**src/rtl/rational_arithmetic_unit_assert.svh**
```systemverilog
// Assertion macros for the rational arithmetic unit.
`ifndef RATIONAL_ARITHMETIC_UNIT_ASSERT_SVH
`define RATIONAL_ARITHMETIC_UNIT_ASSERT_SVH

// Same-cycle implication, sampled on clk, off during reset.
`define RAU_ASSERT_IMPL(label, clk, rst_n, ante, cons) \
    label: assert property (@(posedge clk) disable iff (!rst_n) (ante) |-> (cons)) \
        else $error("rational unit: same-cycle check failed");

// Next-cycle implication, sampled on clk, off during reset.
`define RAU_ASSERT_NEXT(label, clk, rst_n, ante, cons) \
    label: assert property (@(posedge clk) disable iff (!rst_n) (ante) |=> (cons)) \
        else $error("rational unit: next-cycle check failed");

`endif

```
**src/rtl/rau_pkg.sv**
```systemverilog
// Package of the rational arithmetic unit: beat types, mode, status and unit op codes, widths.
package rau_pkg;

    localparam int RAU_WIDTH = 32;

    localparam logic [1:0] ALU_ADD = 2'd0;
    localparam logic [1:0] ALU_SUB = 2'd1;
    localparam logic [1:0] ALU_MUL = 2'd2;

    localparam logic [2:0] MODE_ADD   = 3'd0;
    localparam logic [2:0] MODE_SUB   = 3'd1;
    localparam logic [2:0] MODE_MUL   = 3'd2;
    localparam logic [2:0] MODE_DIV   = 3'd3;
    localparam logic [2:0] MODE_CMP   = 3'd4;
    localparam logic [2:0] MODE_FLOOR = 3'd5;
    localparam logic [2:0] MODE_CEIL  = 3'd6;
    localparam logic [2:0] MODE_ROUND = 3'd7;

    localparam logic [1:0] ST_OK   = 2'd0;
    localparam logic [1:0] ST_DIV0 = 2'd1;
    localparam logic [1:0] ST_OVF  = 2'd2;

    typedef struct packed {
        logic ge_u;
        logic lt_s;
    } alu_flags_t;

    typedef struct packed {
        logic [2:0]         mode;
        logic signed [31:0] a_num;
        logic [30:0]        a_den;
        logic signed [31:0] b_num;
        logic [30:0]        b_den;
    } req_t;

    typedef struct packed {
        logic signed [31:0] res_num;
        logic [30:0]        res_den;
        logic signed [31:0] res_int;
        logic               is_less;
        logic               is_equal;
        logic [1:0]         status;
    } rsp_t;

endpackage

```
**src/rtl/rau_alu.sv**
```systemverilog
// Shared 64-bit add, subtract and 32x32 signed multiply unit.
module rau_alu
(
    input  logic [1:0]              op,
    input  logic [63:0]             a,
    input  logic [63:0]             b,
    output logic [63:0]             y,
    output rau_pkg::alu_flags_t     flags
);

    logic [64:0]        diff;
    logic signed [63:0] prod;

    assign diff = {1'b0, a} - {1'b0, b};
    assign prod = $signed(a[31:0]) * $signed(b[31:0]);

    always_comb
    begin
        unique case (op)
            rau_pkg::ALU_ADD: y = a + b;
            rau_pkg::ALU_SUB: y = diff[63:0];
            rau_pkg::ALU_MUL: y = prod;
            default:          y = a + b;
        endcase
    end

    assign flags.ge_u = ~diff[64];
    // signs differ: a is below b exactly when a is negative
    assign flags.lt_s = (a[63] ^ b[63]) ? a[63] : diff[63];

endmodule

```
**config.mk**
```make
export PLATFORM = sky130hd
export DESIGN_NAME = rau_alu
export DESIGN_NICKNAME = d
export VERILOG_FILES = /design/src/rtl/rational_arithmetic_unit_assert.svh /design/src/rtl/rau_pkg.sv /design/src/rtl/rau_alu.sv
export SDC_FILE = /design/constraint.sdc
export NUM_CORES = 2
export LEC_CHECK = 0
export BUFFER_PORTS_ARGS = -buffer_cell sky130_fd_sc_hd__buf_2
export CAP_MARGIN = 20
export CORE_MARGIN = 2
export CORE_UTILIZATION = 35
export DETAILED_ROUTE_END_ITERATION = 10
export PLACE_DENSITY = 0.56
export SLEW_MARGIN = 40
export SYNTH_ARGS = -nofsm -noshare
export SYNTH_HDL_FRONTEND = slang
export SYNTH_SLANG_ARGS = --single-unit
```
**constraint.sdc**
```tcl
create_clock -name vclk -period 25.3
set_input_delay 1.265 -clock vclk [all_inputs]
set_output_delay 1.265 -clock vclk [all_outputs]
set_load 0.01 [all_outputs]
```
==> results.json <==
{
  "status": "finished clean",
  "hold_slack_ps": 2990,
  "grt.overflow.total": 0,
  "synth.area.top_cells": "fa_1 49%, inv_1 9.2%, ha_1 8.8%, and2_1 6.5%, nand2_1 5.1%",
  "design.die.area_mm2": 0.131,
  "seq_area_um2": 0,
  "core_area_mm2": 0.127,
  "drcViolationCount": 0,
  "fillers": 13246,
  "ant_nets": 0,
  "busiest_layer": "met2",
  "synth_top_area_cell": "fa_1",
  "setup_viol": 0,
  "routedWlPerCell_um": 22.0,
  "syn2layout_area_growth_pct": 5.26,
  "worstSetupPathType": "input pin to output port",
  "nets": 6714,
  "drtIter0Drc": 2690,
  "num_vias": 36719,
  "grt_max_degree": 56,
  "antenna_found_initial": 8,
  "drtPass1Iterations": 6,
  "ctsResizeCount": 0,
  "finalHoldViolCount": 0,
  "die_w_um": 362,
  "drive_above_1_share_pct": 6.08,
  "timing.setup.tns_ps": 0,
  "synthCells": 5231,
  "diodes": 0,
  "routed_wl_um": 151000,
  "ys_warn_count": 0,
  "post-cts-setup-buffers": 0,
  "nFlopsAndLatches": 0,
  "start_kind": "input pin",
  "required_ps": 24030,
  "use_met3_pct": 2.29,
  "grt_use_met2_pct": 38.8,
  "max-slew-margin-rel_pct": 42.2,
  "final.period_utilization_pct": 44.7,
  "syn_area_mm2": 0.0448,
  "avgSynthCellArea_um2": 8.56,
  "min_path_type": "input pin to output port",
  "rows": 131,
  "rsz0062_at_grt": "no",
  "syn_nets": 6760,
  "hpwl_um": 123000,
  "crit_fanout": 31,
  "grt_use_met1_pct": 31.9,
  "worst_ep_arrival_time_ps": 10050,
  "synth_top_area_share_pct": 48.5,
  "grt_pass1_wl_um": 235000,
  "initial_core_util_pct": 35.2,
  "worst_slew_pin_slew_ps": 868,
  "io_buffers": 196,
  "ios": 196,
  "globalplace.congestion": 0.965,
  "cts_hold_buf": 0,
  "fmax_mhz": 88.4,
  "critPathLaunch": "b[15]",
  "maxCapViolCount": 0,
  "viasPerCell": 5.36,
  "yosysUniqueCellTypes": 100,
  "endpoint": "y[63]",
  "endpoint_kind": "output port",
  "yosysSeqAreaShare_pct": 0,
  "nClkBuffers": 0,
  "fp.dieH_um": 362,
  "holdPathStages": 4,
  "min_period_ps": 11310,
  "slew_violations": 0,
  "grt_usage_pct": 23.1,
  "grt_pass1_vias": 38701
}
==> critical path: stages <==
cell and delay, ps:
buf_2 560, ha_1 570, fa_1 520, fa_1 510, inv_1 50, fa_1 450
fa_1 520, inv_1 60, fa_1 580, fa_1 440, fa_1 530, fa_1 420
ha_1 510, and3_1 280, nor2b_1 190, nand4_1 190, a211oi_1 230, a21oi_1 130
buf_2 220, a2111oi_1 770, nor2_1 130, o21ai_1 230, a221oi_1 120, xnor2_1 190
o221ai_1 150, buf_2 190
==> how the worst min path moves through the flow <==
stage / from / end / slack [ps]
after floorplan: b[0] / y[0] / 2710
after global placement: b[63] / flags[0] / 2990
after detailed placement: b[63] / flags[0] / 3000
after CTS: b[63] / flags[0] / 3000
after global routing: b[63] / flags[0] / 3050
final: b[63] / flags[0] / 2990
==> per-stage QoR <==
stage               util [%]  cells  cell area (µm²)  setup slack, ps
floorplan                  -   5231            44800            15130
global placement        37.0   6842            47000            13920
detailed placement      37.0   6842            47000            13980
CTS                     37.0   6842            47000            13970
global route            37.0   6845            47100            13410
finish                  37.0   6845            47100            13990
==> cell families after synthesis <==
logic type      count (synthesis)  share of synthesized area [%]
buf+inv                      1390                           11.8
fa+ha+maj                    1399                           57.3
compound gates                810                           12.4
mux                             5                          0.123
simple gates                 1551                           16.9
xor+xnor                       76                           1.49
==> synthesized netlist by cell type (all sizes together) (8+ instances only) <==
cell,count
a2111oi,8
a211o,8
a211oi,19
a21boi,12
a21o,61
a21oi,225
a221oi,37
a31oi,26
and2,465
and3,14
buf,36
clkbuf,256
fa,1085
ha,314
inv,1094
nand2,606
nand2b,30
nand3,44
nand4,31
nor2,241
nor2b,30
nor3,37
nor4,19
o211ai,23
o21a,23
o21ai,131
o21bai,51
o221a,11
o221ai,20
o22ai,57
o311ai,9
o31ai,22
o41ai,9
or2,8
xnor2,53
xor2,23
==> routing by layer <==
layer	vias to the layer above	part of all wire [%]
met2	1287	48
met5	-	0.041
li1	16004	-
met1	19184	43
met4	10	3.4
met3	234	6.1
==> area by class of cell <==
class,count,area [µm²],share of cell area [%]
multi-input combinational,3841,39500,83.9
inverter,1098,4120,8.75
tap,1662,2080,4.41
timing repair buffer,244,1400,2.98
==> placed cells by master (no fill, tap or decap), types with 29 or more instances in the layout <==
cell | netlist | layout
o21ai_0 | 116 | 116
nor2_1 | 241 | 241
buf_2 | 23 | 187
nand2_1 | 606 | 604
nand2b_1 | 29 | 29
a221oi_1 | 34 | 34
o22ai_1 | 57 | 57
inv_1 | 1094 | 1093
nor3_1 | 36 | 36
and2_1 | 463 | 463
ha_1 | 314 | 313
xnor2_1 | 53 | 53
buf_4 | 7 | 55
a21o_1 | 60 | 60
fa_1 | 1085 | 1085
nor2b_1 | 30 | 29
nand3_1 | 43 | 43
a21oi_1 | 221 | 221
o21bai_1 | 51 | 51
nand4_1 | 31 | 31
Power is not shown: default switching activity piles up to over one toggle a cycle in this logic, so the estimate is an artifact.
